$ cat src/trd_pkg.sv
`default_nettype none
// ---------------------------------------------------------------------------
// trd_pkg
// shared types and constants of the run-length pixel decoder
// ---------------------------------------------------------------------------
package trd_pkg;

  localparam int COUNT_BITS_DEF  = 24;
  localparam int QUEUE_DEPTH_DEF = 2;

  localparam int CFG_IDX_BITS  = 2;
  localparam int CFG_DATA_BITS = 24;

  localparam logic [CFG_IDX_BITS-1:0] REG_PIXEL_BYTES  = 2'd0;
  localparam logic [CFG_IDX_BITS-1:0] REG_IMAGE_PIXELS = 2'd1;
  localparam logic [CFG_IDX_BITS-1:0] REG_SOURCE_BYTES = 2'd2;

  localparam logic [2:0] PIXEL_BYTES_RESET = 3'd4;
  localparam logic [2:0] PIXEL_BYTES_MIN   = 3'd1;
  localparam logic [2:0] PIXEL_BYTES_MAX   = 3'd4;

  localparam int RUN_FLAG_BIT = 7;
  localparam logic [6:0] LEN_MASK = 7'h7f;

  typedef enum logic {
    KIND_FEED = 1'b0,
    KIND_PULL = 1'b1
  } kind_t;

  typedef enum logic [2:0] {
    ST_BYTE_OK  = 3'd0,
    ST_PIXEL    = 3'd1,
    ST_BUSY     = 3'd2,
    ST_NO_PIXEL = 3'd3,
    ST_FINISHED = 3'd4
  } status_t;

  typedef struct packed {
    kind_t      kind;
    logic [7:0] data_byte;
  } cmd_t;

  typedef struct packed {
    status_t     status;
    logic [31:0] pixel_word;
    logic        last_pixel;
  } result_t;

  typedef struct packed {
    logic                     wr_en;
    logic [CFG_IDX_BITS-1:0]  wr_index;
    logic [CFG_DATA_BITS-1:0] wr_data;
  } cfg_wr_t;

endpackage
`default_nettype wire

$ cat src/trd_fifo.sv
`default_nettype none
// ---------------------------------------------------------------------------
// trd_fifo
// small register queue with first-word read from the head entry
// ---------------------------------------------------------------------------
module trd_fifo #(
  parameter int WIDTH = 8,
  parameter int DEPTH = 2
) (
  input  wire logic             clk,
  input  wire logic             rst,
  input  wire logic             wr_valid,
  input  wire logic [WIDTH-1:0] wr_data,
  output logic                  full,
  input  wire logic             rd_pop,
  output logic [WIDTH-1:0]      rd_data,
  output logic                  empty
);

  localparam int PTR_W = (DEPTH > 1) ? $clog2(DEPTH) : 1;
  localparam int CNT_W = $clog2(DEPTH + 1);
  localparam logic [PTR_W-1:0] PTR_LAST = PTR_W'(DEPTH - 1);
  localparam logic [CNT_W-1:0] CNT_FULL = CNT_W'(DEPTH);

  logic [WIDTH-1:0] mem [DEPTH];
  logic [PTR_W-1:0] wr_ptr;
  logic [PTR_W-1:0] rd_ptr;
  logic [CNT_W-1:0] count;
  logic             do_wr;
  logic             do_rd;

  assign full    = (count == CNT_FULL);
  assign empty   = (count == '0);
  assign do_wr   = wr_valid && !full;
  assign do_rd   = rd_pop && !empty;
  assign rd_data = mem[rd_ptr];

  always_ff @(posedge clk) begin
    if (rst) begin
      wr_ptr <= '0;
      rd_ptr <= '0;
      count  <= '0;
    end else begin
      if (do_wr) begin
        wr_ptr <= (wr_ptr == PTR_LAST) ? '0 : wr_ptr + 1'b1;
      end
      if (do_rd) begin
        rd_ptr <= (rd_ptr == PTR_LAST) ? '0 : rd_ptr + 1'b1;
      end
      if (do_wr && !do_rd) begin
        count <= count + 1'b1;
      end else if (do_rd && !do_wr) begin
        count <= count - 1'b1;
      end
    end
  end

  always_ff @(posedge clk) begin
    if (do_wr) begin
      mem[wr_ptr] <= wr_data;
    end
  end

endmodule
`default_nettype wire

$ cat src/trd_front.sv
`default_nettype none
// ---------------------------------------------------------------------------
// trd_front
// input stage: takes items, classifies them and hands them to the queue
// ---------------------------------------------------------------------------
module trd_front (
  input  wire logic        clk,
  input  wire logic        rst,
  input  wire logic        push,
  output logic             full,
  input  wire logic        opcode,
  input  wire logic [7:0]  data_byte,
  output logic             q_push,
  output trd_pkg::cmd_t    q_cmd,
  input  wire logic        q_full
);
  import trd_pkg::*;

  logic valid;
  cmd_t cmd;
  logic accept;

  assign full   = valid && q_full;
  assign accept = push && !full;
  assign q_push = valid;
  assign q_cmd  = cmd;

  always_ff @(posedge clk) begin
    if (rst) begin
      valid <= 1'b0;
    end else if (accept) begin
      valid <= 1'b1;
    end else if (!q_full) begin
      valid <= 1'b0;
    end
  end

  always_ff @(posedge clk) begin
    if (accept) begin
      cmd.kind      <= opcode ? KIND_PULL : KIND_FEED;
      cmd.data_byte <= data_byte;
    end
  end

endmodule
`default_nettype wire

$ cat src/trd_core.sv
`default_nettype none
// ---------------------------------------------------------------------------
// trd_core
// back end: packet state, pixel assembly, counters and result forming
// ---------------------------------------------------------------------------
module trd_core #(
  parameter int COUNT_BITS = trd_pkg::COUNT_BITS_DEF
) (
  input  wire logic            clk,
  input  wire logic            rst,
  input  wire trd_pkg::cfg_wr_t cfg,
  input  wire logic            q_empty,
  input  wire trd_pkg::cmd_t   q_cmd,
  output logic                 q_pop,
  input  wire logic            res_full,
  output logic                 res_push,
  output trd_pkg::result_t     res
);
  import trd_pkg::*;

  localparam int CMP_W = (COUNT_BITS > CFG_DATA_BITS) ? COUNT_BITS : CFG_DATA_BITS;

  // configuration
  logic [2:0]               pixel_bytes;
  logic [CFG_DATA_BITS-1:0] image_pixels;
  logic [CFG_DATA_BITS-1:0] source_bytes;

  // decoder state
  logic                  expect_header;
  logic                  run_packet;
  logic [7:0]            pixels_left;
  logic [1:0]            byte_slot;
  logic [31:0]           pixel_hold;
  logic                  pixel_waiting;
  logic [COUNT_BITS-1:0] pixels_given;
  logic [COUNT_BITS-1:0] bytes_taken;
  logic                  finished;

  logic                  expect_header_next;
  logic                  run_packet_next;
  logic [7:0]            pixels_left_next;
  logic [1:0]            byte_slot_next;
  logic [31:0]           pixel_hold_next;
  logic                  pixel_waiting_next;
  logic [COUNT_BITS-1:0] pixels_given_next;
  logic [COUNT_BITS-1:0] bytes_taken_next;
  logic                  finished_next;

  logic [2:0] size_eff;
  logic       go;
  result_t    res_c;

  function automatic logic [COUNT_BITS-1:0] count_up(input logic [COUNT_BITS-1:0] v);
    return (v == '1) ? v : v + 1'b1;
  endfunction

  always_comb begin
    if (pixel_bytes < PIXEL_BYTES_MIN) begin
      size_eff = PIXEL_BYTES_MIN;
    end else if (pixel_bytes > PIXEL_BYTES_MAX) begin
      size_eff = PIXEL_BYTES_MAX;
    end else begin
      size_eff = pixel_bytes;
    end
  end

  assign go       = !q_empty && !res_full;
  assign q_pop    = go;
  assign res_push = go;

  always_comb begin
    expect_header_next = expect_header;
    run_packet_next    = run_packet;
    pixels_left_next   = pixels_left;
    byte_slot_next     = byte_slot;
    pixel_hold_next    = pixel_hold;
    pixel_waiting_next = pixel_waiting;
    pixels_given_next  = pixels_given;
    bytes_taken_next   = bytes_taken;
    finished_next      = finished;
    res_c.status       = ST_NO_PIXEL;
    res_c.pixel_word   = '0;
    res_c.last_pixel   = 1'b0;

    case (q_cmd.kind)
      KIND_FEED: begin
        if (finished) begin
          res_c.status = ST_FINISHED;
        end else if (pixel_waiting) begin
          res_c.status = ST_BUSY;
        end else begin
          res_c.status     = ST_BYTE_OK;
          bytes_taken_next = count_up(bytes_taken);
          if (expect_header) begin
            // packet header: run flag and length
            run_packet_next    = q_cmd.data_byte[RUN_FLAG_BIT];
            pixels_left_next   = {1'b0, q_cmd.data_byte[6:0] & LEN_MASK} + 8'd1;
            expect_header_next = 1'b0;
            byte_slot_next     = '0;
            pixel_hold_next    = '0;
          end else begin
            for (int i = 0; i < 4; i++) begin
              if (byte_slot == 2'(i)) begin
                pixel_hold_next[8*i +: 8] = pixel_hold[8*i +: 8] | q_cmd.data_byte;
              end
            end
            if ({1'b0, byte_slot} + 3'd1 >= size_eff) begin
              pixel_waiting_next = 1'b1;
              byte_slot_next     = '0;
            end else begin
              byte_slot_next = byte_slot + 2'd1;
            end
          end
        end
      end
      KIND_PULL: begin
        if (pixel_waiting) begin
          res_c.status      = ST_PIXEL;
          res_c.pixel_word  = pixel_hold;
          pixels_given_next = count_up(pixels_given);
          res_c.last_pixel  = CMP_W'(pixels_given_next) >= CMP_W'(image_pixels);
          pixels_left_next  = pixels_left - 8'd1;
          if (pixels_left_next == 8'd0) begin
            // packet done: back to header, check source end
            pixel_waiting_next = 1'b0;
            pixel_hold_next    = '0;
            expect_header_next = 1'b1;
            if (CMP_W'(bytes_taken) >= CMP_W'(source_bytes)) begin
              finished_next = 1'b1;
            end
          end else if (!run_packet) begin
            pixel_waiting_next = 1'b0;
            pixel_hold_next    = '0;
          end
          if (res_c.last_pixel) begin
            finished_next      = 1'b1;
            pixel_waiting_next = 1'b0;
          end
        end else if (finished) begin
          res_c.status = ST_FINISHED;
        end else begin
          res_c.status = ST_NO_PIXEL;
        end
      end
      default: begin
        res_c.status = ST_NO_PIXEL;
      end
    endcase
  end

  assign res = res_c;

  always_ff @(posedge clk) begin
    if (rst) begin
      pixel_bytes   <= PIXEL_BYTES_RESET;
      image_pixels  <= '0;
      source_bytes  <= '0;
      expect_header <= 1'b1;
      run_packet    <= 1'b0;
      pixels_left   <= '0;
      byte_slot     <= '0;
      pixel_hold    <= '0;
      pixel_waiting <= 1'b0;
      pixels_given  <= '0;
      bytes_taken   <= '0;
      finished      <= 1'b0;
    end else begin
      if (cfg.wr_en) begin
        case (cfg.wr_index)
          REG_PIXEL_BYTES:  pixel_bytes  <= cfg.wr_data[2:0];
          REG_IMAGE_PIXELS: image_pixels <= cfg.wr_data;
          REG_SOURCE_BYTES: source_bytes <= cfg.wr_data;
          default: ;
        endcase
      end
      if (go) begin
        expect_header <= expect_header_next;
        run_packet    <= run_packet_next;
        pixels_left   <= pixels_left_next;
        byte_slot     <= byte_slot_next;
        pixel_hold    <= pixel_hold_next;
        pixel_waiting <= pixel_waiting_next;
        pixels_given  <= pixels_given_next;
        bytes_taken   <= bytes_taken_next;
        finished      <= finished_next;
      end
    end
  end

endmodule
`default_nettype wire

$ cat src/tga_rle_pixel_decoder.sv
`default_nettype none
// ---------------------------------------------------------------------------
// tga_rle_pixel_decoder
// run-length pixel stream decoder with queue style item and result ports
// ---------------------------------------------------------------------------
// Each item is either a feed (opcode 0, one encoded stream byte) or a pull
// (opcode 1, asks for the next decoded pixel), and every item gives exactly
// one result: status, pixel word (first stream byte in bits 7:0) and the
// last-pixel flag. The block takes one item per clock cycle when results
// are popped as fast; that rate is set by the state update of the back
// end, which reads one item from the command queue and writes one result
// into the result queue in the same cycle. An item passes through the
// input register and the command queue before its result is written to
// the result queue, which shows its head entry right after it is written.
// Configuration registers (pixel_bytes, image_pixels, source_bytes at
// indexes 0, 1, 2) are written through wr_en/wr_index/wr_data and should
// only change while the block is idle. There is no clearing pass: the
// block is ready right after reset.
// ---------------------------------------------------------------------------
module tga_rle_pixel_decoder #(
  parameter int COUNT_BITS  = trd_pkg::COUNT_BITS_DEF,
  parameter int QUEUE_DEPTH = trd_pkg::QUEUE_DEPTH_DEF
) (
  input  wire logic                               clk,
  input  wire logic                               rst,
  // configuration write port
  input  wire logic                               wr_en,
  input  wire logic [trd_pkg::CFG_IDX_BITS-1:0]   wr_index,
  input  wire logic [trd_pkg::CFG_DATA_BITS-1:0]  wr_data,
  // item side
  input  wire logic                               push,
  output logic                                    full,
  input  wire logic                               opcode,
  input  wire logic [7:0]                         data_byte,
  // result side
  output logic                                    empty,
  input  wire logic                               pop,
  output logic [2:0]                              status,
  output logic [31:0]                             pixel_word,
  output logic                                    last_pixel
);
  import trd_pkg::*;

  // front to command queue
  logic    fr_push;
  cmd_t    fr_cmd;
  logic    cq_full;
  // command queue to back end
  logic    cq_empty;
  logic    cq_pop;
  logic [$bits(cmd_t)-1:0] cq_rd;
  // back end to result queue
  logic    rq_full;
  logic    rq_push;
  result_t core_res;
  logic [$bits(result_t)-1:0] rq_rd;
  result_t out_res;
  cfg_wr_t cfg;

  assign cfg.wr_en    = wr_en;
  assign cfg.wr_index = wr_index;
  assign cfg.wr_data  = wr_data;

  // input register and classification
  trd_front u_front (
    .clk       (clk),
    .rst       (rst),
    .push      (push),
    .full      (full),
    .opcode    (opcode),
    .data_byte (data_byte),
    .q_push    (fr_push),
    .q_cmd     (fr_cmd),
    .q_full    (cq_full)
  );

  // decouples the front from a stalled back end
  trd_fifo #(
    .WIDTH ($bits(cmd_t)),
    .DEPTH (QUEUE_DEPTH)
  ) u_cmd_q (
    .clk      (clk),
    .rst      (rst),
    .wr_valid (fr_push),
    .wr_data  (fr_cmd),
    .full     (cq_full),
    .rd_pop   (cq_pop),
    .rd_data  (cq_rd),
    .empty    (cq_empty)
  );

  // packet decoding, one item per cycle while the command queue holds an item and the result queue has room
  trd_core #(
    .COUNT_BITS (COUNT_BITS)
  ) u_core (
    .clk      (clk),
    .rst      (rst),
    .cfg      (cfg),
    .q_empty  (cq_empty),
    .q_cmd    (cmd_t'(cq_rd)),
    .q_pop    (cq_pop),
    .res_full (rq_full),
    .res_push (rq_push),
    .res      (core_res)
  );

  // results wait here until popped
  trd_fifo #(
    .WIDTH ($bits(result_t)),
    .DEPTH (QUEUE_DEPTH)
  ) u_res_q (
    .clk      (clk),
    .rst      (rst),
    .wr_valid (rq_push),
    .wr_data  (core_res),
    .full     (rq_full),
    .rd_pop   (pop),
    .rd_data  (rq_rd),
    .empty    (empty)
  );

  assign out_res    = result_t'(rq_rd);
  assign status     = out_res.status;
  assign pixel_word = out_res.pixel_word;
  assign last_pixel = out_res.last_pixel;

endmodule
`default_nettype wire

$ cat config.mk
export PLATFORM = sky130hd
export DESIGN_NAME = tga_rle_pixel_decoder
export DESIGN_NICKNAME = d
export VERILOG_FILES = /design/src/trd_pkg.sv /design/src/trd_fifo.sv /design/src/trd_front.sv /design/src/trd_core.sv /design/src/tga_rle_pixel_decoder.sv
export SDC_FILE = /design/constraint.sdc
export NUM_CORES = 1
export LEC_CHECK = 0
export ABC_AREA = 1
export BUFFER_PORTS_ARGS = -buffer_cell sky130_fd_sc_hd__buf_2
export CAP_MARGIN = 20
export CORE_ASPECT_RATIO = 0.8
export CORE_UTILIZATION = 55
export DETAILED_ROUTE_END_ITERATION = 10
export HOLD_SLACK_MARGIN = 0.15
export PLACE_DENSITY = 0.8
export SLEW_MARGIN = 10
export SYNTH_ARGS = -nofsm -noshare
export SYNTH_HDL_FRONTEND = slang
export SYNTH_SLANG_ARGS = --single-unit
$ cat constraint.sdc
create_clock -name clk -period 2.7 [get_ports clk]
set_input_delay 0.27 -clock clk [delete_from_list [all_inputs] [get_ports clk]]
set_output_delay 0.27 -clock clk [all_outputs]
set_load 0.02 [all_outputs]
==> impl_metrics.ini <==
[global_route]
grt_pass1_wl_mm = 50.5
grt_use_total_pct = 27.3
overflow = 0
grt_pass1_vias = 9963
antenna_found_initial = 1
grt_max_degree = 56

[floorplanning]
io_pins = 78
die_area_sq_um = 23500
die-width_microns = 171
start_util_pct = 56.0
core_area_sq_um = 22400
die_y_microns = 137
rows = 49

[hold_path]
hold_start = wr_en
hold_depth = 5
holdPathEnd = u_core.pixel_bytes[0]
hold_path_class = in -> reg

[run]
drv_cap = 0

[synth]
synth.top_cell.area_share_pct = 24.8
synth_area_leaders = dfxtp_1 25%, edfxtp_1 24%, ha_1 6.2%, inv_1 6.0%, nand2_1 5.6%
yosysUniqueCellTypes = 48
yosysWarnings = 0
yosysTopAreaCell = dfxtp_1
synth_area_sq_um = 12600
synth_edf_count = 99
synthArstFlopShare_pct = 0
syn_inst = 1432
syn-num-nets = 1534
synthTopCellsByCount = 201 x inv_1, 189 x nand2_1, 156 x dfxtp_1
syn_area_per_cell_sq_um = 8.78
ys_seq_area_share_pct = 48.5
synth_flop_cell = dfxtp_1
ys_ff_latch = 255
yosysMostFrequentCell = inv_1

[place]
gp_congestion = 0.959
port_buffers = 77
dpl.hpwl_mm = 21.3
pre_cts_ws_ns = -0.298
dp_cells = 1831

[detailed_routing]
detail-route-antenna-nets = 0
viasPerCell = 5.49
vias = 10700
drt-total-wl_mm = 32.7
first_pass_iters = 7
routedWlPerCell_microns = 16.8
drc = 0
drtIter0Drc = 1045

[critical_path]
critPathLaunchType = flop
crit_type = reg -> reg
r2r_slack_ns = -0.21
regToRegEndpoint = u_core.pixel_waiting
required_ns = 3.17
rr_startpoint = u_core.pixels_given[7]
critPathMaxFanout = 4
r2r_cells = 20
arrival_ns = 3.38
end_kind = flop

[sta]
slew_violations = 0
period_share_pct = 108
setup_viol = 5
min_period_ns = 2.91
setup_slack_ns = -0.211
skew_ns = 0.0199
hold_slack_ns = 0.252
rsz0062_at_grt = yes
worst_pin_slew_ns = 0.656
relSlewSlack_pct = 56.2
max_freq_mhz = 344
hold_violations = 0

[pwr]
vdd_ir_drop_max_v = 0.000503
power_density_nw_per_um2 = 815
power.leakage_nw = 6.28
total_power_w = 0.0125

[clock_tree]
numCtsBuffers = 26
path_clk_slew_ns = 0.06
worstSkewPairLatency_ns = 0.54
tritoncts = done
clock_path_buffers = 3
h-tree-depth = 1
cts_num_sinks = 255
cts_root_buf = clkbuf_16

[status]
status = finished with violations
violations = setup timing

[cells_and_area]
final_util_pct = 68.2
final_nets = 1721
syn_to_final_growth_pct = 21.7
stdcell_count = 1946
drive_above_1_share_pct = 22.5
-- critical path: stages (launching register included) --
cell and delay (ns):
dfxtp_4 0.38, nand2_2 0.09, nor3_2 0.24, inv_1 0.11, nor2_2 0.13, nand3_2 0.11
nor2_4 0.18, nor3_1 0.06, a21oi_1 0.20, ha_1 0.30, nand2_1 0.08, inv_1 0.06
nand2_1 0.05, nand2_1 0.05, nand2_1 0.05, nand2_1 0.06, nand2_1 0.05, nand4_1 0.22
o21ai_1 0.22, nand2_1 0.09, a21oi_2 0.12
-- cell families (layout without fill, tap and decap cells) --
kind of cell / count (synthesis) / count (layout) / synth area share (%)
buf+inv: 271 / 478 / 8.98
mux: 36 / 36 / 3.23
fa+ha+maj: 62 / 62 / 6.17
compound gates: 292 / 292 / 13.1
simple gates: 475 / 475 / 17.2
other cells: 0 / 1 / 0
xor+xnor: 41 / 41 / 2.86
flops: 255 / 255 / 48.5
-- routing by layer --
metal | track usage [%] | up-vias | wire, microns
li1 | - | 5182 | -
met1 | 37.3 | 4971 | 14600
met2 | 43.3 | 427 | 14600
met3 | 4.02 | 106 | 2210
met4 | 11.9 | 0 | 1300
met5 | 0 | - | 0
-- layout make-up --
class / instances / area, sq um
clock buffers: 35 / 684
flip-flops and latches: 255 / 6110
fillers: 1707 / 7140
clock inverters: 13 / 176
diodes: 1 / 2.50
repair buffers: 213 / 1560
multi-input cells: 906 / 5560
inverters: 217 / 820
well taps: 306 / 383
-- how the worst max path moves through the flow --
stage | from | end | depth (start not counted)
after floorplan | u_core.pixels_given[1] | u_core.pixel_waiting | 21
after global placement | u_core.pixels_given[12] | u_core.pixel_waiting | 16
after detailed placement | u_core.pixels_given[1] | u_core.pixel_waiting | 20
after CTS | u_core.pixels_given[1] | u_core.pixel_waiting | 22
after global routing | u_core.pixels_given[0] | u_core.finished | 23
final | u_core.pixels_given[7] | u_core.pixel_waiting | 20
-- report_power, final --
| part | switching (W) | total [W] | internal [W] |
|---|---|---|---|
| sequential | 0.000288 | 0.00502 | 0.00473 |
| clock | 0.00149 | 0.00365 | 0.00216 |
| combinational | 0.00254 | 0.00379 | 0.00124 |
-- registers in the layout (all words and copies together) (netlist names), 9 cells and up, named ones only --
register,flops
u_front.q_cmd,9
u_res_q.mem,72
u_core.pixels_given,24
u_core.image_pixels,24
u_core.source_bytes,24
u_core.bytes_taken,24
u_core.pixel_hold,32
u_cmd_q.mem,18
-- repair_timing --
item,in CTS,in global routing
gates cloned,2,0
hold endpoints to repair,61,0
hold buffers,40,0
setup endpoints to repair,4,5
pin swaps,10,25
setup buffers,19,5
resized for setup,41,27
-- layout by cell type, fill, tap and decap left out, types with 5 or more instances in the layout --
cell and n:
nor2_2 7, nand3_1 36, nor3_2 7, dlygate4sd3_1 40, a211oi_1 5, xor2_1 30, o21ai_0 82, xnor2_1 10
a21oi_2 34, dfxtp_1 147, inv_1 196, a21oi_1 126, ha_1 57, nand2_1 178, clkbuf_16 26, nand4_1 56
dfxtp_2 7, inv_2 18, clkbuf_1 9, buf_2 78, buf_4 86, edfxtp_1 99, o21ai_1 25, nor2_4 5
nor3_1 22, buf_6 7, nor2_1 122, mux2_2 36, nand2_2 16, nand2_4 5
-- stage by stage --
step	cell area (sq um)	TNS (ns)
after floorplan	12600	0
after global placement	13600	-0.232
after detailed placement	13600	-0.856
after CTS	15200	-0.429
after global routing	15300	-1.34
final	15300	-0.721
No activity file was read; power rests on OpenSTA's default activity.
